$ cat config.mk
export PLATFORM = sky130hd
export DESIGN_NAME = integer_to_roman_text_top_flat
export DESIGN_NICKNAME = d
export VERILOG_FILES = /design/src/hdl/i2r_pkg.sv /design/src/hdl/i2r_if.sv /design/src/hdl/i2r_cmp_sub.sv /design/src/hdl/i2r_seq.sv /design/src/hdl/i2r_out_reg.sv /design/src/hdl/integer_to_roman_text_top.sv /design/src/flat_wrapper.sv
export VERILOG_INCLUDE_DIRS = /design/src /design/src/hdl
export SDC_FILE = /design/constraint.sdc
export NUM_CORES = 1
export LEC_CHECK = 0
export BUFFER_PORTS_ARGS = -buffer_cell sky130_fd_sc_hd__buf_4
export CAP_MARGIN = 20
export CORE_ASPECT_RATIO = 0.6
export CORE_UTILIZATION = 35
export CTS_CLUSTER_DIAMETER = 120
export DETAILED_ROUTE_END_ITERATION = 16
export PLACE_DENSITY = 0.63
export SLEW_MARGIN = 20
export SYNTH_ARGS = -nofsm -noshare
export SYNTH_HDL_FRONTEND = slang
export SYNTH_HIERARCHICAL = 1
export SYNTH_SLANG_ARGS = --single-unit
$ cat constraint.sdc
create_clock -name i_clk -period 4.7 [get_ports i_clk]
set_input_delay 0.705 -clock i_clk [delete_from_list [all_inputs] [get_ports i_clk]]
set_output_delay 0.705 -clock i_clk [all_outputs]
set_load 0.03 [all_outputs]
$ cat src/hdl/integer_to_roman_text_top_macros.svh
// ----------------------------------------------------------------------------
// Roman numeral text block - assertion macros
// Concurrent assertion wrappers clocked on i_clk, disabled in reset.
// ----------------------------------------------------------------------------
`ifndef INTEGER_TO_ROMAN_TEXT_TOP_MACROS_SVH
`define INTEGER_TO_ROMAN_TEXT_TOP_MACROS_SVH

`ifndef ASSERT_OFF

// Same-cycle implication
`define I2R_ASSERT_IMPL(label, ante, cons) \
    label: assert property (@(posedge i_clk) disable iff (!i_rst_n) (ante) |-> (cons)) \
        else $error("i2r assertion failed");

// Next-cycle implication
`define I2R_ASSERT_NEXT(label, ante, cons) \
    label: assert property (@(posedge i_clk) disable iff (!i_rst_n) (ante) |=> (cons)) \
        else $error("i2r assertion failed");

`else

`define I2R_ASSERT_IMPL(label, ante, cons)
`define I2R_ASSERT_NEXT(label, ante, cons)

`endif

`endif

$ cat src/hdl/i2r_pkg.sv
// ----------------------------------------------------------------------------
// Roman numeral text package
// Step tables, fixed words, limits and shared types.
// ----------------------------------------------------------------------------
package i2r_pkg;

    localparam int MAG_W     = 16;
    localparam int CHAR_W    = 7;
    localparam int NUM_STEPS = 13;
    localparam int IDX_W     = $clog2(NUM_STEPS);

    localparam logic [MAG_W-1:0] MAX_MAGNITUDE = 16'd3999;
    // Anything at or above this value is out of range
    localparam logic [MAG_W-1:0] LIMIT_OPERAND = MAX_MAGNITUDE + 16'd1;

    localparam int ZERO_LEN  = 5;
    localparam int MINUS_LEN = 6;
    localparam int CNT_W     = 3;

    localparam logic [CHAR_W-1:0] CHAR_NONE = 7'd0;

    typedef struct packed {
        logic              ge;
        logic [MAG_W-1:0]  diff;
    } t_cmp;

    typedef struct packed {
        logic [CHAR_W-1:0] char_code;
        logic              last_char;
        logic              range_error;
    } t_char;

    function automatic logic [MAG_W-1:0] step_value(input logic [IDX_W-1:0] idx);
        logic [MAG_W-1:0] v;
        unique case (idx)
            4'd0:    v = 16'd1000;
            4'd1:    v = 16'd900;
            4'd2:    v = 16'd500;
            4'd3:    v = 16'd400;
            4'd4:    v = 16'd100;
            4'd5:    v = 16'd90;
            4'd6:    v = 16'd50;
            4'd7:    v = 16'd40;
            4'd8:    v = 16'd10;
            4'd9:    v = 16'd9;
            4'd10:   v = 16'd5;
            4'd11:   v = 16'd4;
            4'd12:   v = 16'd1;
            default: v = 16'd1;
        endcase
        return v;
    endfunction

    function automatic logic [CHAR_W-1:0] step_first(input logic [IDX_W-1:0] idx);
        logic [CHAR_W-1:0] c;
        unique case (idx)
            4'd0:                c = 7'(8'h4D); // M
            4'd1, 4'd3, 4'd4:    c = 7'(8'h43); // C
            4'd2:                c = 7'(8'h44); // D
            4'd5, 4'd7, 4'd8:    c = 7'(8'h58); // X
            4'd6:                c = 7'(8'h4C); // L
            4'd10:               c = 7'(8'h56); // V
            4'd9, 4'd11, 4'd12:  c = 7'(8'h49); // I
            default:             c = CHAR_NONE;
        endcase
        return c;
    endfunction

    // CHAR_NONE when the step has a single letter
    function automatic logic [CHAR_W-1:0] step_second(input logic [IDX_W-1:0] idx);
        logic [CHAR_W-1:0] c;
        unique case (idx)
            4'd1:    c = 7'(8'h4D); // M
            4'd3:    c = 7'(8'h44); // D
            4'd5:    c = 7'(8'h43); // C
            4'd7:    c = 7'(8'h4C); // L
            4'd9:    c = 7'(8'h58); // X
            4'd11:   c = 7'(8'h56); // V
            default: c = CHAR_NONE;
        endcase
        return c;
    endfunction

    function automatic logic [CHAR_W-1:0] zero_char(input logic [CNT_W-1:0] pos);
        logic [CHAR_W-1:0] c;
        unique case (pos)
            3'd0:       c = 7'(8'h6E); // n
            3'd1:       c = 7'(8'h75); // u
            3'd2, 3'd3: c = 7'(8'h6C); // l
            3'd4:       c = 7'(8'h61); // a
            default:    c = CHAR_NONE;
        endcase
        return c;
    endfunction

    function automatic logic [CHAR_W-1:0] minus_char(input logic [CNT_W-1:0] pos);
        logic [CHAR_W-1:0] c;
        unique case (pos)
            3'd0:    c = 7'(8'h6D); // m
            3'd1:    c = 7'(8'h69); // i
            3'd2:    c = 7'(8'h6E); // n
            3'd3:    c = 7'(8'h75); // u
            3'd4:    c = 7'(8'h73); // s
            3'd5:    c = 7'(8'h20); // space
            default: c = CHAR_NONE;
        endcase
        return c;
    endfunction

endpackage

$ cat src/hdl/i2r_if.sv
// ----------------------------------------------------------------------------
// Roman numeral text channels
// Valid/ready interfaces for the value input and the character output.
// ----------------------------------------------------------------------------
interface i2r_in_if;
    logic                             valid;
    logic                             ready;
    logic signed [i2r_pkg::MAG_W-1:0] value;

    modport source (output valid, output value, input ready);
    modport sink   (input valid, input value, output ready);
endinterface

interface i2r_out_if;
    logic                       valid;
    logic                       ready;
    logic [i2r_pkg::CHAR_W-1:0] char_code;
    logic                       last_char;
    logic                       range_error;

    modport source (output valid, output char_code, output last_char,
                    output range_error, input ready);
    modport sink   (input valid, input char_code, input last_char,
                    input range_error, output ready);
endinterface

$ cat src/hdl/i2r_cmp_sub.sv
// ----------------------------------------------------------------------------
// Roman numeral text - shared compare/subtract unit
// One subtractor gives both magnitude >= operand and the remainder.
// ----------------------------------------------------------------------------
module i2r_cmp_sub (
    input  logic [i2r_pkg::MAG_W-1:0] i_mag,
    input  logic [i2r_pkg::MAG_W-1:0] i_operand,
    output i2r_pkg::t_cmp             o_res
);

    logic [i2r_pkg::MAG_W:0] w_diff;

    assign w_diff     = {1'b0, i_mag} - {1'b0, i_operand};
    assign o_res.ge   = ~w_diff[i2r_pkg::MAG_W];
    assign o_res.diff = w_diff[i2r_pkg::MAG_W-1:0];

endmodule

$ cat src/hdl/i2r_seq.sv
// ----------------------------------------------------------------------------
// Roman numeral text - sequencer
// Walks the step table with the shared unit and emits one character a beat.
// ----------------------------------------------------------------------------
module i2r_seq (
    input  logic                  i_clk,
    input  logic                  i_rst_n,
    i2r_in_if.sink                i_in,
    output logic [i2r_pkg::MAG_W-1:0] o_mag,
    output logic [i2r_pkg::MAG_W-1:0] o_operand,
    input  i2r_pkg::t_cmp         i_cmp,
    output logic                  o_emit_valid,
    output i2r_pkg::t_char        o_emit,
    input  logic                  i_emit_ready
);

    typedef enum logic [2:0] {
        S_IDLE,
        S_CHECK,
        S_WORD,
        S_FIRST,
        S_SECOND
    } t_state;

    t_state                      r_state, n_state;
    logic [i2r_pkg::MAG_W-1:0]   r_mag,   n_mag;
    logic                        r_neg,   n_neg;
    logic                        r_zero,  n_zero;
    logic [i2r_pkg::IDX_W-1:0]   r_idx,   n_idx;
    logic [i2r_pkg::CNT_W-1:0]   r_cnt,   n_cnt;

    logic [i2r_pkg::MAG_W-1:0]   w_raw;
    logic [i2r_pkg::CHAR_W-1:0]  w_second;
    logic                        w_word_end;

    assign w_raw     = i_in.value;
    assign w_second  = i2r_pkg::step_second(r_idx);
    assign i_in.ready = (r_state == S_IDLE);
    assign o_mag     = r_mag;
    assign o_operand = (r_state == S_CHECK) ? i2r_pkg::LIMIT_OPERAND
                                            : i2r_pkg::step_value(r_idx);
    assign w_word_end = r_zero ? (r_cnt == i2r_pkg::CNT_W'(i2r_pkg::ZERO_LEN - 1))
                               : (r_cnt == i2r_pkg::CNT_W'(i2r_pkg::MINUS_LEN - 1));

    always_comb begin
        n_state      = r_state;
        n_mag        = r_mag;
        n_neg        = r_neg;
        n_zero       = r_zero;
        n_idx        = r_idx;
        n_cnt        = r_cnt;
        o_emit_valid = 1'b0;
        o_emit       = '0;
        unique case (r_state)
            S_IDLE: begin
                if (i_in.valid) begin
                    n_neg   = w_raw[i2r_pkg::MAG_W-1];
                    n_mag   = w_raw[i2r_pkg::MAG_W-1] ? (~w_raw + 16'd1) : w_raw;
                    n_state = S_CHECK;
                end
            end
            S_CHECK: begin
                if (i_cmp.ge) begin
                    o_emit_valid       = 1'b1;
                    o_emit.char_code   = i2r_pkg::CHAR_NONE;
                    o_emit.last_char   = 1'b1;
                    o_emit.range_error = 1'b1;
                    if (i_emit_ready) begin
                        n_state = S_IDLE;
                    end
                end else if (r_mag == '0) begin
                    n_zero  = 1'b1;
                    n_cnt   = '0;
                    n_state = S_WORD;
                end else if (r_neg) begin
                    n_zero  = 1'b0;
                    n_cnt   = '0;
                    n_state = S_WORD;
                end else begin
                    n_idx   = '0;
                    n_state = S_FIRST;
                end
            end
            S_WORD: begin
                o_emit_valid     = 1'b1;
                o_emit.char_code = r_zero ? i2r_pkg::zero_char(r_cnt)
                                          : i2r_pkg::minus_char(r_cnt);
                o_emit.last_char = r_zero && w_word_end;
                if (i_emit_ready) begin
                    if (w_word_end) begin
                        n_idx   = '0;
                        n_state = r_zero ? S_IDLE : S_FIRST;
                    end else begin
                        n_cnt = r_cnt + 3'd1;
                    end
                end
            end
            S_FIRST: begin
                if (!i_cmp.ge) begin
                    // step value too large: move to the next smaller one
                    n_idx = r_idx + 4'd1;
                end else begin
                    o_emit_valid     = 1'b1;
                    o_emit.char_code = i2r_pkg::step_first(r_idx);
                    o_emit.last_char = (w_second == i2r_pkg::CHAR_NONE) &&
                                       (i_cmp.diff == '0);
                    if (i_emit_ready) begin
                        if (w_second != i2r_pkg::CHAR_NONE) begin
                            n_state = S_SECOND;
                        end else begin
                            n_mag = i_cmp.diff;
                            if (i_cmp.diff == '0) begin
                                n_state = S_IDLE;
                            end
                        end
                    end
                end
            end
            S_SECOND: begin
                o_emit_valid     = 1'b1;
                o_emit.char_code = w_second;
                o_emit.last_char = (i_cmp.diff == '0);
                if (i_emit_ready) begin
                    n_mag   = i_cmp.diff;
                    n_state = (i_cmp.diff == '0) ? S_IDLE : S_FIRST;
                end
            end
            default: begin
                n_state = S_IDLE;
            end
        endcase
    end

    always_ff @(posedge i_clk) begin
        if (!i_rst_n) begin
            r_state <= S_IDLE;
            r_neg   <= 1'b0;
            r_zero  <= 1'b0;
            r_idx   <= '0;
            r_cnt   <= '0;
        end else begin
            r_state <= n_state;
            r_neg   <= n_neg;
            r_zero  <= n_zero;
            r_idx   <= n_idx;
            r_cnt   <= n_cnt;
        end
        r_mag <= n_mag;
    end

endmodule

$ cat src/hdl/i2r_out_reg.sv
// ----------------------------------------------------------------------------
// Roman numeral text - output register
// One-entry register between the sequencer and the output channel.
// ----------------------------------------------------------------------------
module i2r_out_reg (
    input  logic           i_clk,
    input  logic           i_rst_n,
    input  logic           i_emit_valid,
    input  i2r_pkg::t_char i_emit,
    output logic           o_emit_ready,
    i2r_out_if.source      o_out
);

    logic           r_valid;
    i2r_pkg::t_char r_char;

    // take a new beat when empty or when the held one leaves this cycle
    assign o_emit_ready = !r_valid || o_out.ready;

    always_ff @(posedge i_clk) begin
        if (!i_rst_n) begin
            r_valid <= 1'b0;
        end else if (o_emit_ready) begin
            r_valid <= i_emit_valid;
        end
        if (o_emit_ready && i_emit_valid) begin
            r_char <= i_emit;
        end
    end

    assign o_out.valid       = r_valid;
    assign o_out.char_code   = r_char.char_code;
    assign o_out.last_char   = r_char.last_char;
    assign o_out.range_error = r_char.range_error;

endmodule

$ cat src/hdl/integer_to_roman_text_top.sv
// An accepted value goes through S_CHECK, S_FIRST (S_WORD for zero or minus)
// and the output register to o_out; a range error goes from S_CHECK to the
// output register. Each skipped step of the 13-entry table (at most 12) adds
// a compare in S_FIRST, one compare/subtract per cycle while output is not
// stalled. At most 21 characters per value; no new value is taken mid-text.
// Reset: synchronous, active low; clears sequencer state and output valid.
// ----------------------------------------------------------------------------
// Roman numeral text - top level
// Renders a signed 16-bit value as Roman numeral ASCII text, one beat each.
// ----------------------------------------------------------------------------
`include "integer_to_roman_text_top_macros.svh"

module integer_to_roman_text_top (
    input  logic      i_clk,
    input  logic      i_rst_n,
    i2r_in_if.sink    i_in,
    i2r_out_if.source o_out
);

    logic [i2r_pkg::MAG_W-1:0] w_mag;
    logic [i2r_pkg::MAG_W-1:0] w_operand;
    i2r_pkg::t_cmp             w_cmp;
    logic                      w_emit_valid;
    logic                      w_emit_ready;
    i2r_pkg::t_char            w_emit;

    logic                      w_err_beat;
    logic                      w_err_shape;
    logic                      w_text_beat;
    logic                      w_mid_text;
    logic                      w_in_beat;

    i2r_cmp_sub u_cmp_sub (
        .i_mag     (w_mag),
        .i_operand (w_operand),
        .o_res     (w_cmp)
    );

    i2r_seq u_seq (
        .i_clk        (i_clk),
        .i_rst_n      (i_rst_n),
        .i_in         (i_in),
        .o_mag        (w_mag),
        .o_operand    (w_operand),
        .i_cmp        (w_cmp),
        .o_emit_valid (w_emit_valid),
        .o_emit       (w_emit),
        .i_emit_ready (w_emit_ready)
    );

    i2r_out_reg u_out_reg (
        .i_clk        (i_clk),
        .i_rst_n      (i_rst_n),
        .i_emit_valid (w_emit_valid),
        .i_emit       (w_emit),
        .o_emit_ready (w_emit_ready),
        .o_out        (o_out)
    );

    assign w_err_beat  = o_out.valid && o_out.range_error;
    assign w_err_shape = o_out.last_char && (o_out.char_code == i2r_pkg::CHAR_NONE);
    assign w_text_beat = o_out.valid && !o_out.range_error;
    assign w_mid_text  = o_out.valid && !o_out.last_char;
    assign w_in_beat   = i_in.valid && i_in.ready;

    `I2R_ASSERT_IMPL(a_err_is_single, w_err_beat, w_err_shape)
    `I2R_ASSERT_IMPL(a_text_nonzero, w_text_beat, o_out.char_code != i2r_pkg::CHAR_NONE)
    `I2R_ASSERT_NEXT(a_busy_after_accept, w_in_beat, !i_in.ready)
    `I2R_ASSERT_IMPL(a_busy_mid_text, w_mid_text, !i_in.ready)

endmodule
$ cat src/flat_wrapper.sv
// flat-port wrapper written by rule: the top's interface ports become plain ports
module integer_to_roman_text_top_flat 
  (i_clk, i_rst_n, i_in_valid, i_in_value, i_in_ready, o_out_valid, o_out_char_code, o_out_last_char, o_out_range_error, o_out_ready);
  i2r_in_if i_in_i ();
  i2r_out_if o_out_i ();
  input  logic i_clk;
  input  logic i_rst_n;
  input wire logic [$bits(i_in_i.valid)-1:0] i_in_valid;
  input wire logic [$bits(i_in_i.value)-1:0] i_in_value;
  output wire logic [$bits(i_in_i.ready)-1:0] i_in_ready;
  output wire logic [$bits(o_out_i.valid)-1:0] o_out_valid;
  output wire logic [$bits(o_out_i.char_code)-1:0] o_out_char_code;
  output wire logic [$bits(o_out_i.last_char)-1:0] o_out_last_char;
  output wire logic [$bits(o_out_i.range_error)-1:0] o_out_range_error;
  input wire logic [$bits(o_out_i.ready)-1:0] o_out_ready;
  assign i_in_i.valid = i_in_valid;
  assign i_in_i.value = i_in_value;
  assign i_in_ready = i_in_i.ready;
  assign o_out_valid = o_out_i.valid;
  assign o_out_char_code = o_out_i.char_code;
  assign o_out_last_char = o_out_i.last_char;
  assign o_out_range_error = o_out_i.range_error;
  assign o_out_i.ready = o_out_ready;
  integer_to_roman_text_top u_core (.i_clk(i_clk), .i_rst_n(i_rst_n), .i_in(i_in_i), .o_out(o_out_i));
endmodule
==> tab_implementation.tex, run 1 <==
\begin{tabular}{lr}
\hline
Metric & Value \\
\hline
\multicolumn{2}{l}{\textbf{STA}} \\
\quad Post-Route Setup TNS & 0 ns \\
\quad Min Tclk post-route & 4.34 ns \\
\quad Transition time at the pin with the least slew margin & 1.03 ns \\
\quad Number of pins with negative max-slew slack in the final report & 0 \\
\quad Number of failing hold endpoints at the final stage & 0 \\
\quad Post-route fraction of the period consumed by the critical path & 92.3\% \\
\quad Rel. slew slack & 30.7\% \\
\quad Maximum clock frequency & 230 MHz \\
\quad Unrepaired setup endpoints after global routing & false \\
\quad Worst setup skew after layout & 0.00861 ns \\
\quad Setup violation total in the final timing report & 0 \\
\multicolumn{2}{l}{\textbf{Logic synthesis}} \\
\quad Post-synthesis average cell area & 8.33 sq um \\
\quad Biggest area contributors in the synthesized netlist & edfxtp\_1 (18\%), dfxtp\_1 (13\%), ha\_1 (8.3\%), nand2\_1 (5.1\%), a21oi\_1 (3.8\%) \\
\quad Area of the mapped netlist & 0.00424 sq mm \\
\quad Most used DFF post-synth & dfxtp\_1 \\
\quad Cell with the most instances after synthesis & nand2\_1 \\
\quad Sequential element share of the synthesized area & 30.9\% \\
\quad Top cells by instance count after synthesis & nand2\_1 (58), inv\_1 (36), nor2\_1 (36) \\
\quad Biggest area consumer among synthesized cells & edfxtp\_1 \\
\quad Synthesized flop and latch total & 53 \\
\quad Number of cells produced by synthesis & 509 \\
\quad Number of warnings reported in the yosys synthesis log & 6 \\
\quad Number of flops mapped to enable cells by yosys & 25 \\
\quad Post-synthesis async set-or-reset flop share & 0\% \\
\quad Count of unique library cells instantiated by Yosys & 83 \\
\quad Area fraction of the dominant cell type after synthesis & 17.7\% \\
\multicolumn{2}{l}{\textbf{GRT}} \\
\quad Via count of the first global-routing pass & 3483 \\
\quad Total overflow reported by the global router & 0 \\
\quad First-pass GRT wire length & 18000 um \\
\quad Aggregate global-route resource usage & 18.6\% \\
\quad Largest net degree at the start of global routing & 33 \\
\quad Initial antenna violation count & 0 \\
\multicolumn{2}{l}{\textbf{Floorplanning}} \\
\quad Count of pins on the block boundary & 31 \\
\quad Cell row count & 30 \\
\quad Starting density of the core & 36.7\% \\
\quad Vertical extent of the die & 87.3 um \\
\quad DIE WIDTH & 144 um \\
\quad Total die area & 0.0126 sq mm \\
\quad Core Area & 0.0116 sq mm \\
\multicolumn{2}{l}{\textbf{Run status}} \\
\quad Run status & finished, final reports clean \\
\multicolumn{2}{l}{\textbf{Placement}} \\
\quad Cells after DPL & 680 \\
\quad Final weighted congestion in routability-driven placement & 0.910 \\
\quad DP Wirelength & 8580 um \\
\quad Placed standard-cell area & 0.00457 sq mm \\
\quad Port-buffer cells & 30 \\
\multicolumn{2}{l}{\textbf{Critical path}} \\
\quad CP arrival & 4.52 ns \\
\quad Kind of critical path & flip-flop to flip-flop \\
\quad Critical Path Start Type & flip-flop \\
\quad Type of element capturing the critical path & flip-flop \\
\quad Required time reported for the critical path endpoint & 4.88 ns \\
\quad Worst-path maximum fanout & 13 \\
\multicolumn{2}{l}{\textbf{Min path}} \\
\quad Type of the most critical hold path & flip-flop to flip-flop \\
\multicolumn{2}{l}{\textbf{Clock tree}} \\
\quad Level count of the clock H-tree & 2 \\
\quad CTS sink count & 53 \\
\quad CTS tree & built \\
\quad Resize count post-CTS & 0 \\
\quad Later-pin clock latency in the skew report & 0.30 ns \\
\quad Post-CTS repair timing setup buffer count & 0 \\
\quad Maximum buffer depth of the clock tree & 2 \\
\quad Inserted Clock Buffers & 5 \\
\quad Hold buffer count at cts & 0 \\
\quad Clock transition time at the flip-flop clock pins of the worst setup and hold paths & 0.07 ns \\
\quad Cell chosen for the clock root & clkbuf\_16 \\
\multicolumn{2}{l}{\textbf{Power}} \\
\quad Power Dens Cells & 584 mW/mm\^{}2 \\
\quad Peak ir drop on the vdd network & 178 uV \\
\quad Net switching power figure & 1.25 mW \\
\quad Clock network power share & 15.1\% \\
\quad Power share of the sequential group & 28.0\% \\
\quad Power Internal & 1.52 mW \\
\quad Logic pwr share & 56.9\% \\
\quad Sw Ratio & 45.1\% \\
\quad Pleak & 1.87 nW \\
\multicolumn{2}{l}{\textbf{Final layout}} \\
\quad Final Cell Area & 0.00473 sq mm \\
\quad Syn-to-layout area delta & 11.6\% \\
\quad Sequential cell area & 0.00131 sq mm \\
\quad Count of nets after finishing & 576 \\
\quad Filler Cell Count & 1193 \\
\quad Final instance count without filler cells & 687 \\
\quad Share of cells above drive strength 1 & 14.0\% \\
\quad Multi-input logic area & 0.00264 sq mm \\
\quad Antenna diode count & 0 \\
\multicolumn{2}{l}{\textbf{Detailed routing}} \\
\quad Iteration-0 DRC Markers & 382 \\
\quad Vias & 3701 \\
\quad Met2 WL & 4040 um \\
\quad Routed length per placed instance & 15.7 um \\
\quad Met3 routed wirelength & 855 um \\
\quad Max layer used & met4 \\
\quad DR pass1 iterations & 5 \\
\quad DRT Wirelength & 10800 um \\
\quad Vias per cell & 5.39 \\
\quad Post-route DRC & 0 \\
\quad Met1 layer wirelength in the final routing & 5770 um \\
\quad Antenna Violating Nets Remaining & 0 \\
\multicolumn{2}{l}{\textbf{Flow run}} \\
\quad Max-cap violations & 0 \\
\hline
\end{tabular}
worst max-delay path, stage by stage (launching register included):
cell	delay, ns
dfxtp_1	0.34
nor3b_1	0.18
buf_4	0.22
nor2b_1	0.07
ha_1	0.21
fa_1	0.41
and2b_1	0.24
o2111ai_2	0.14
a21boi_2	0.27
a211oi_2	0.13
o21ai_1	0.15
a21o_1	0.35
nor2b_1	0.12
o21ai_2	0.12
a21oi_1	0.13
nor2_1	0.28
inv_1	0.14
ha_1	0.37
a221o_1	0.34
per-stage QoR:
step           utilization (%)  hold slack [ns]  worst slack, ns  power, mW
6_report                  40.9            0.518            0.361       2.76
5_1_grt                   40.9            0.566           0.0396       2.97
4_1_cts                   40.9            0.524            0.391       2.75
3_5_place_dp              39.5            0.514            0.432       2.33
3_3_place_gp              39.5            0.499            0.588       2.31
2_1_floorplan                -            0.470            0.226       1.93
final cells by class:
type / count / share of cell area (%)
sequential: 53 / 27.7
tap: 160 / 4.23
clock inverter: 2 / 0.741
multi-input combinational: 392 / 55.7
timing repair buffer: 37 / 5.87
clock buffer: 5 / 2.64
inverter: 38 / 3.07
cell families after synthesis:
kind of cell               synth area share (%)
buffers and inverters                      7.17
and+or+nand+nor                            23.3
DFF                                        30.9
xor gates and xnor gates                   5.58
AOI/OAI and AO/OA                          22.9
muxes                                      1.33
other                                    0.0884
adders and majority gates                  8.73
routing by layer:
metal	GRT usage (%)	vias up
met5	0	-
met2	24.5	129
met4	4.26	0
met3	3.96	12
met1	29.5	1709
li1	-	1851
final timing paths:
| kind | from | endpoint | slack [ns] | cells past startpoint |
|---|---|---|---|---|
| max | u_core/u_seq/r_state[0]$_SDFFE_PN0P_ | flip-flop | 0.36 | 18 |
| min | u_core/u_seq/r_neg$_SDFFE_PN0P_ | u_core/u_seq/r_neg$_SDFFE_PN0P_ | 0.52 | 2 |
| min reg2reg | u_core/u_seq/r_neg$_SDFFE_PN0P_ | u_core/u_seq/r_neg$_SDFFE_PN0P_ | 0.52 | 2 |
| max reg2reg | u_core/u_seq/r_state[0]$_SDFFE_PN0P_ | flip-flop | 0.36 | 18 |
power by group through the flow:
stage	registers [mW]	logic (mW)	clock network, mW
finish	0.773	1.57	0.417
global route	0.788	1.74	0.445
CTS	0.773	1.55	0.428
detailed placement	0.783	1.55	0
global placement	0.781	1.53	0
floorplan	0.841	1.09	0
placed cells by master, fill, tap and decap left out, types with 3 or more instances in the layout:
cell type,instances
nor4_1,6
mux2i_1,3
a22oi_1,5
xnor2_1,13
or2_2,3
buf_4,37
o21ai_0,25
a41o_1,3
o22ai_1,4
nor4_2,4
conb_1,4
a21oi_1,32
nand3_1,7
edfxtp_1,25
and2_1,3
xor2_1,14
nor2b_1,17
ha_1,28
o21ai_1,13
dfxtp_1,28
a21o_1,5
o221ai_1,3
a31oi_1,7
o21a_1,3
a221o_1,4
nand2b_1,9
nor2_1,36
nor3_1,10
nand2_1,58
inv_1,36
clkbuf_16,5
or2_1,3
o31ai_1,8
or3_1,6
Power figures use the tool's default switching activity.
==> inputs of run 2 (changes only) <==
CORE_UTILIZATION = 40   (was 35)
PLACE_DENSITY = 0.69   (was 0.63)
==> tab_implementation.tex, run 2 (synthesis results as in run 1) <==
\begin{tabular}{lr}
\hline
Metric & Value \\
\hline
\multicolumn{2}{l}{\textbf{Power}} \\
\quad Peak ir drop on the vdd network & 296 uV \\
\quad Power share of the sequential group & 27.2\% \\
\quad Clock network power share & 16.9\% \\
\quad Power Internal & 1.58 mW \\
\quad Power Dens Cells & 600 mW/mm\^{}2 \\
\quad Logic pwr share & 55.9\% \\
\quad Net switching power figure & 1.26 mW \\
\quad Sw Ratio & 44.3\% \\
\quad Pleak & 1.89 nW \\
\multicolumn{2}{l}{\textbf{Critical path}} \\
\quad Type of element capturing the critical path & flip-flop \\
\quad Critical Path Max Stage Delay & 0.40 ns \\
\quad CP startpoint & u\_core/u\_seq/r\_state[0]\$\_SDFFE\_PN0P\_ \\
\quad Critical Path Start Type & flip-flop \\
\quad Beginning of the worst register-to-register path & u\_core/u\_seq/r\_state[0]\$\_SDFFE\_PN0P\_ \\
\quad Kind of critical path & flip-flop to flip-flop \\
\quad Required time reported for the critical path endpoint & 4.89 ns \\
\quad Cell family with the largest share of critical-path delay & compound AO/OA/AOI/OAI gates \\
\quad Critical path buffers and inverters & 2 \\
\quad Critical Path Slowest Stage Cell & fa\_1 \\
\quad CP arrival & 4.43 ns \\
\quad Cell Chain, Critical Path & nor3b\_1, buf\_4, nor2b\_1, ha\_1, fa\_1, and2b\_1, o2111ai\_2, a21boi\_2, a211oi\_2, o21ai\_1, a21o\_1, nand2\_1, o41ai\_1, a22o\_1, nand2\_1, ha\_1, inv\_1, nor3\_1, a221o\_1 \\
\quad Worst-path maximum fanout & 12 \\
\multicolumn{2}{l}{\textbf{Min path}} \\
\quad Hold path startpoint & u\_core/u\_seq/r\_neg\$\_SDFFE\_PN0P\_ \\
\quad Type of the most critical hold path & flip-flop to flip-flop \\
\multicolumn{2}{l}{\textbf{Detailed routing}} \\
\quad Post-route DRC & 0 \\
\quad Iteration-0 DRC Markers & 382 \\
\quad DR pass1 iterations & 5 \\
\quad Routed length per placed instance & 16.0 um \\
\quad DRT Wirelength & 10700 um \\
\quad Vias per cell & 5.68 \\
\quad Antenna Violating Nets Remaining & 0 \\
\quad Vias & 3773 \\
\multicolumn{2}{l}{\textbf{STA}} \\
\quad Worst setup skew after layout & 0.00865 ns \\
\quad Number of failing hold endpoints at the final stage & 0 \\
\quad Rel. slew slack & 33.4\% \\
\quad Post-route fraction of the period consumed by the critical path & 90.1\% \\
\quad Min Tclk post-route & 4.23 ns \\
\quad Post-Route Setup TNS & 0 ns \\
\quad Number of pins with negative max-slew slack in the final report & 0 \\
\quad Setup violation total in the final timing report & 0 \\
\quad Unrepaired setup endpoints after global routing & false \\
\quad Transition time at the pin with the least slew margin & 0.991 ns \\
\quad Maximum clock frequency & 236 MHz \\
\multicolumn{2}{l}{\textbf{Clock tree}} \\
\quad CTS tree & built \\
\quad Inserted Clock Buffers & 5 \\
\quad Level count of the clock H-tree & 2 \\
\quad Hold buffer count at cts & 0 \\
\quad CTS sink count & 53 \\
\quad Maximum buffer depth of the clock tree & 2 \\
\quad Later-pin clock latency in the skew report & 0.30 ns \\
\quad Clock transition time at the flip-flop clock pins of the worst setup and hold paths & 0.07 ns \\
\quad Cell chosen for the clock root & clkbuf\_16 \\
\multicolumn{2}{l}{\textbf{Floorplanning}} \\
\quad Count of pins on the block boundary & 31 \\
\quad DIE WIDTH & 135 um \\
\quad Total die area & 0.0110 sq mm \\
\quad Starting density of the core & 42.0\% \\
\quad Core Area & 0.0101 sq mm \\
\quad Cell row count & 28 \\
\quad Vertical extent of the die & 81.8 um \\
\multicolumn{2}{l}{\textbf{GRT}} \\
\quad Aggregate global-route resource usage & 20.5\% \\
\quad Total overflow reported by the global router & 0 \\
\quad Largest net degree at the start of global routing & 33 \\
\quad Initial antenna violation count & 0 \\
\quad Via count of the first global-routing pass & 3282 \\
\quad First-pass GRT wire length & 17200 um \\
\multicolumn{2}{l}{\textbf{Final layout}} \\
\quad Share of cells above drive strength 1 & 14.6\% \\
\quad Sequential cell area & 0.00131 sq mm \\
\quad Commonest cells after routing, fill and taps aside & nand2\_1 (58), buf\_4 (38), inv\_1 (36) \\
\quad Final instance count without filler cells & 664 \\
\quad Syn-to-layout area delta & 11.8\% \\
\quad Final Cell Area & 0.00474 sq mm \\
\quad Antenna diode count & 0 \\
\quad Multi-input logic area & 0.00264 sq mm \\
\quad Count of nets after finishing & 577 \\
\quad Most common cell after layout, fill and taps aside & nand2\_1 \\
\quad Filler Cell Count & 973 \\
\multicolumn{2}{l}{\textbf{Placement}} \\
\quad Placed standard-cell area & 0.00455 sq mm \\
\quad Port-buffer cells & 30 \\
\quad Cells after DPL & 656 \\
\quad Final weighted congestion in routability-driven placement & 0.951 \\
\quad DP Wirelength & 8530 um \\
\multicolumn{2}{l}{\textbf{Flow run}} \\
\quad Max-cap violations & 0 \\
\multicolumn{2}{l}{\textbf{Run status}} \\
\quad Run status & finished, final reports clean \\
\hline
\end{tabular}
-- run 2: worst paths after layout --
check	end	slack, ns	cells past startpoint
min reg2reg	u_core/u_seq/r_neg$_SDFFE_PN0P_	0.54	2
max reg2reg	flip-flop	0.47	19
min	u_core/u_seq/r_neg$_SDFFE_PN0P_	0.54	2
max	flip-flop	0.47	19
-- run 2: stage by stage --
| step | total power [mW] | hold slack, ns | util (%) | setup WS, ns |
|---|---|---|---|---|
| floorplan | 1.93 | 0.470 | - | 0.226 |
| global placement | 2.31 | 0.496 | 45.1 | 0.653 |
| detailed placement | 2.33 | 0.532 | 45.1 | 0.436 |
| CTS | 2.83 | 0.542 | 46.9 | 0.422 |
| global route | 3.03 | 0.562 | 47.0 | 0.124 |
| finish | 2.84 | 0.540 | 47.0 | 0.467 |
-- run 2: power by group through the flow --
stage | combinational (mW) | clock (mW) | sequential, mW
after CTS | 1.56 | 0.490 | 0.775
after detailed placement | 1.55 | 0 | 0.784
final | 1.59 | 0.480 | 0.773
after global routing | 1.74 | 0.504 | 0.787
after floorplan | 1.09 | 0 | 0.841
after global placement | 1.53 | 0 | 0.780
-- run 2: cell type report --
class | instances | area share (%)
Sequential cell | 53 | 27.7
Clock inverter | 3 | 1.37
Inverter | 38 | 3.06
Clock buffer | 5 | 2.64
Timing Repair Buffer | 38 | 6.02
Multi-Input combinational cell | 392 | 55.7
Tap cell | 135 | 3.56
-- run 2: timing repair --
action,4_1_cts,5_1_grt
resized for setup,0,1
setup buffers,0,0
endpoints found under the setup margin,0,1
-- run 2: routing by layer --
metal  global-route usage, %  up-vias  part of all wire, %
li1                        -     1850                    -
met1                    32.4     1763                   53
met2                    27.4      152                   37
met3                    4.07        8                  8.3
met4                    4.94        0                 0.84
met5                       0        -                    0
-- run 2: tightest hold or removal path, delay by kind of cell (launching register included) --
family | cells | cell delay [ns]
simple gates | 1 | 0.07
flops | 1 | 0.35
compound gates | 1 | 0.07
==> inputs of run 3 (changes only) <==
PLACE_DENSITY = 0.67   (was 0.69)
clock period = 4.65 ns   (was 4.7 ns; I/O delays follow)
==> tab_implementation.tex, run 3 (synthesis results as in run 1) <==
\begin{tabular}{lr}
\hline
Metric & Value \\
\hline
\multicolumn{2}{l}{\textbf{Power}} \\
\quad Power Internal & 1.53 mW \\
\quad Logic pwr share & 57.8\% \\
\quad Power share of the sequential group & 27.7\% \\
\quad Sw Ratio & 45.9\% \\
\quad Power Dens Cells & 601 mW/mm\^{}2 \\
\quad Pleak & 1.88 nW \\
\quad Net switching power figure & 1.30 mW \\
\quad Peak ir drop on the vdd network & 288 uV \\
\quad Design Power & 2.84 mW \\
\quad Clock network power share & 14.5\% \\
\multicolumn{2}{l}{\textbf{Final layout}} \\
\quad Syn-to-layout area delta & 11.2\% \\
\quad Multi-input logic area & 0.00265 sq mm \\
\quad Sequential cell area & 0.00131 sq mm \\
\quad Count of nets after finishing & 576 \\
\quad Commonest cells after routing, fill and taps aside & nand2\_1 (58), buf\_4 (37), inv\_1 (36) \\
\quad Most common cell after layout, fill and taps aside & nand2\_1 \\
\quad Filler Cell Count & 970 \\
\quad Antenna diode count & 0 \\
\quad Share of cells above drive strength 1 & 14.6\% \\
\multicolumn{2}{l}{\textbf{GRT}} \\
\quad Total overflow reported by the global router & 0 \\
\quad Largest net degree at the start of global routing & 33 \\
\quad Aggregate global-route resource usage & 21.0\% \\
\quad Via count of the first global-routing pass & 3416 \\
\quad Initial antenna violation count & 0 \\
\quad First-pass GRT wire length & 17700 um \\
\multicolumn{2}{l}{\textbf{STA}} \\
\quad Maximum clock frequency & 234 MHz \\
\quad Number of failing hold endpoints at the final stage & 0 \\
\quad Post-route fraction of the period consumed by the critical path & 91.7\% \\
\quad Rel. slew slack & 39.6\% \\
\quad Setup violation total in the final timing report & 0 \\
\quad Crit path setup slack, layout & 0.384 ns \\
\quad Min Tclk post-route & 4.27 ns \\
\quad Worst setup skew after layout & 0.00417 ns \\
\quad Transition time at the pin with the least slew margin & 0.899 ns \\
\quad Number of pins with negative max-slew slack in the final report & 0 \\
\quad Post-Route Setup TNS & 0 ns \\
\multicolumn{2}{l}{\textbf{Flow run}} \\
\quad Max-cap violations & 0 \\
\multicolumn{2}{l}{\textbf{Critical path}} \\
\quad Kind of critical path & flip-flop to flip-flop \\
\quad Required time reported for the critical path endpoint & 4.87 ns \\
\quad Worst-path maximum fanout & 12 \\
\quad Type of element capturing the critical path & flip-flop \\
\quad Register-to-Register Path Depth & 18 \\
\quad Critical Path Start Type & flip-flop \\
\quad CP arrival & 4.49 ns \\
\multicolumn{2}{l}{\textbf{Floorplanning}} \\
\quad Core Area & 0.0101 sq mm \\
\quad Total die area & 0.0110 sq mm \\
\quad Starting density of the core & 42.0\% \\
\quad Count of pins on the block boundary & 31 \\
\quad DIE WIDTH & 135 um \\
\quad Vertical extent of the die & 81.8 um \\
\quad Cell row count & 28 \\
\multicolumn{2}{l}{\textbf{Detailed routing}} \\
\quad DR pass1 iterations & 5 \\
\quad DRT Wirelength & 11000 um \\
\quad Routed length per placed instance & 16.6 um \\
\quad Antenna Violating Nets Remaining & 0 \\
\quad Post-route DRC & 0 \\
\quad Vias & 3832 \\
\quad Iteration-0 DRC Markers & 339 \\
\quad Vias per cell & 5.78 \\
\multicolumn{2}{l}{\textbf{Clock tree}} \\
\quad Resize count post-CTS & 0 \\
\quad Maximum buffer depth of the clock tree & 2 \\
\quad Level count of the clock H-tree & 2 \\
\quad Clock transition time at the flip-flop clock pins of the worst setup and hold paths & 0.07 ns \\
\quad Inserted Clock Buffers & 5 \\
\quad Cell chosen for the clock root & clkbuf\_16 \\
\quad Later-pin clock latency in the skew report & 0.29 ns \\
\quad Post-CTS repair timing setup buffer count & 0 \\
\quad CTS tree & built \\
\quad CTS sink count & 53 \\
\quad Hold buffer count at cts & 0 \\
\multicolumn{2}{l}{\textbf{Min path}} \\
\quad Worst Hold Depth & 2 \\
\quad Type of the most critical hold path & flip-flop to flip-flop \\
\multicolumn{2}{l}{\textbf{Placement}} \\
\quad Post-place setup slack & 0.293 ns \\
\quad Final weighted congestion in routability-driven placement & 0.968 \\
\quad Port-buffer cells & 30 \\
\quad DP Wirelength & 8620 um \\
\multicolumn{2}{l}{\textbf{Run status}} \\
\quad Run status & finished, final reports clean \\
\hline
\end{tabular}
run 3: layout make-up:
type,count,area share [%]
Multi-Input combinational cell,392,56.2
Clock inverter,1,0.186
Timing Repair Buffer,37,5.89
Sequential cell,53,27.8
Tap cell,135,3.58
Inverter,38,3.08
Clock buffer,7,3.26
run 3: metal layers:
metal | wire, um | part of all wire, % | global-route usage (%) | up-vias
met5 | 0 | 0 | 0 | -
met4 | 91 | 0.83 | 4.04 | 0
met3 | 880 | 8.0 | 3.89 | 13
met2 | 4180 | 38 | 29.2 | 150
met1 | 5850 | 53 | 32.7 | 1820
li1 | - | - | - | 1849
run 3: metrics by stage:
| step | hold slack (ns) | std cells | instance area (sq um) | utilization (%) |
|---|---|---|---|---|
| 4_1_cts | 0.524 | 663 | 4700 | 46.6 |
| 6_report | 0.518 | 663 | 4720 | 46.8 |
| 5_1_grt | 0.557 | 663 | 4720 | 46.8 |
| 3_3_place_gp | 0.497 | 655 | 4540 | 45.0 |
| 3_5_place_dp | 0.515 | 655 | 4540 | 45.0 |
| 2_1_floorplan | 0.470 | 512 | 4250 | - |
run 3: power by group through the flow:
stage / logic [mW] / registers (mW) / clock network (mW)
after floorplan: 1.10 / 0.850 / 0
after CTS: 1.59 / 0.783 / 0.420
final: 1.64 / 0.785 / 0.413
after global routing: 1.78 / 0.801 / 0.437
after global placement: 1.56 / 0.790 / 0
after detailed placement: 1.58 / 0.793 / 0
run 3: worst paths after layout:
| kind | from | to | slack, ns |
|---|---|---|---|
| hold reg to reg | u_core/u_seq/r_neg$_SDFFE_PN0P_ | u_core/u_seq/r_neg$_SDFFE_PN0P_ | 0.52 |
| setup / recovery | u_core/u_seq/r_state[0]$_SDFFE_PN0P_ | flip-flop | 0.38 |
| hold / removal | u_core/u_seq/r_neg$_SDFFE_PN0P_ | u_core/u_seq/r_neg$_SDFFE_PN0P_ | 0.52 |
| setup reg to reg | u_core/u_seq/r_state[0]$_SDFFE_PN0P_ | flip-flop | 0.38 |
run 3: critical path, cell delays in order (launching register included):
cell       delay [ns]
dfxtp_1          0.33
nor3b_1          0.24
buf_4            0.22
nor2b_1          0.06
ha_1             0.20
fa_1             0.40
and2b_1          0.26
o2111ai_2        0.17
a21boi_4         0.25
a211oi_2         0.13
o21ai_1          0.17
a21o_1           0.28
o41ai_1          0.11
a22o_2           0.32
nand2_1          0.23
ha_1             0.27
inv_1            0.09
nor3_1           0.29
o21bai_1         0.16
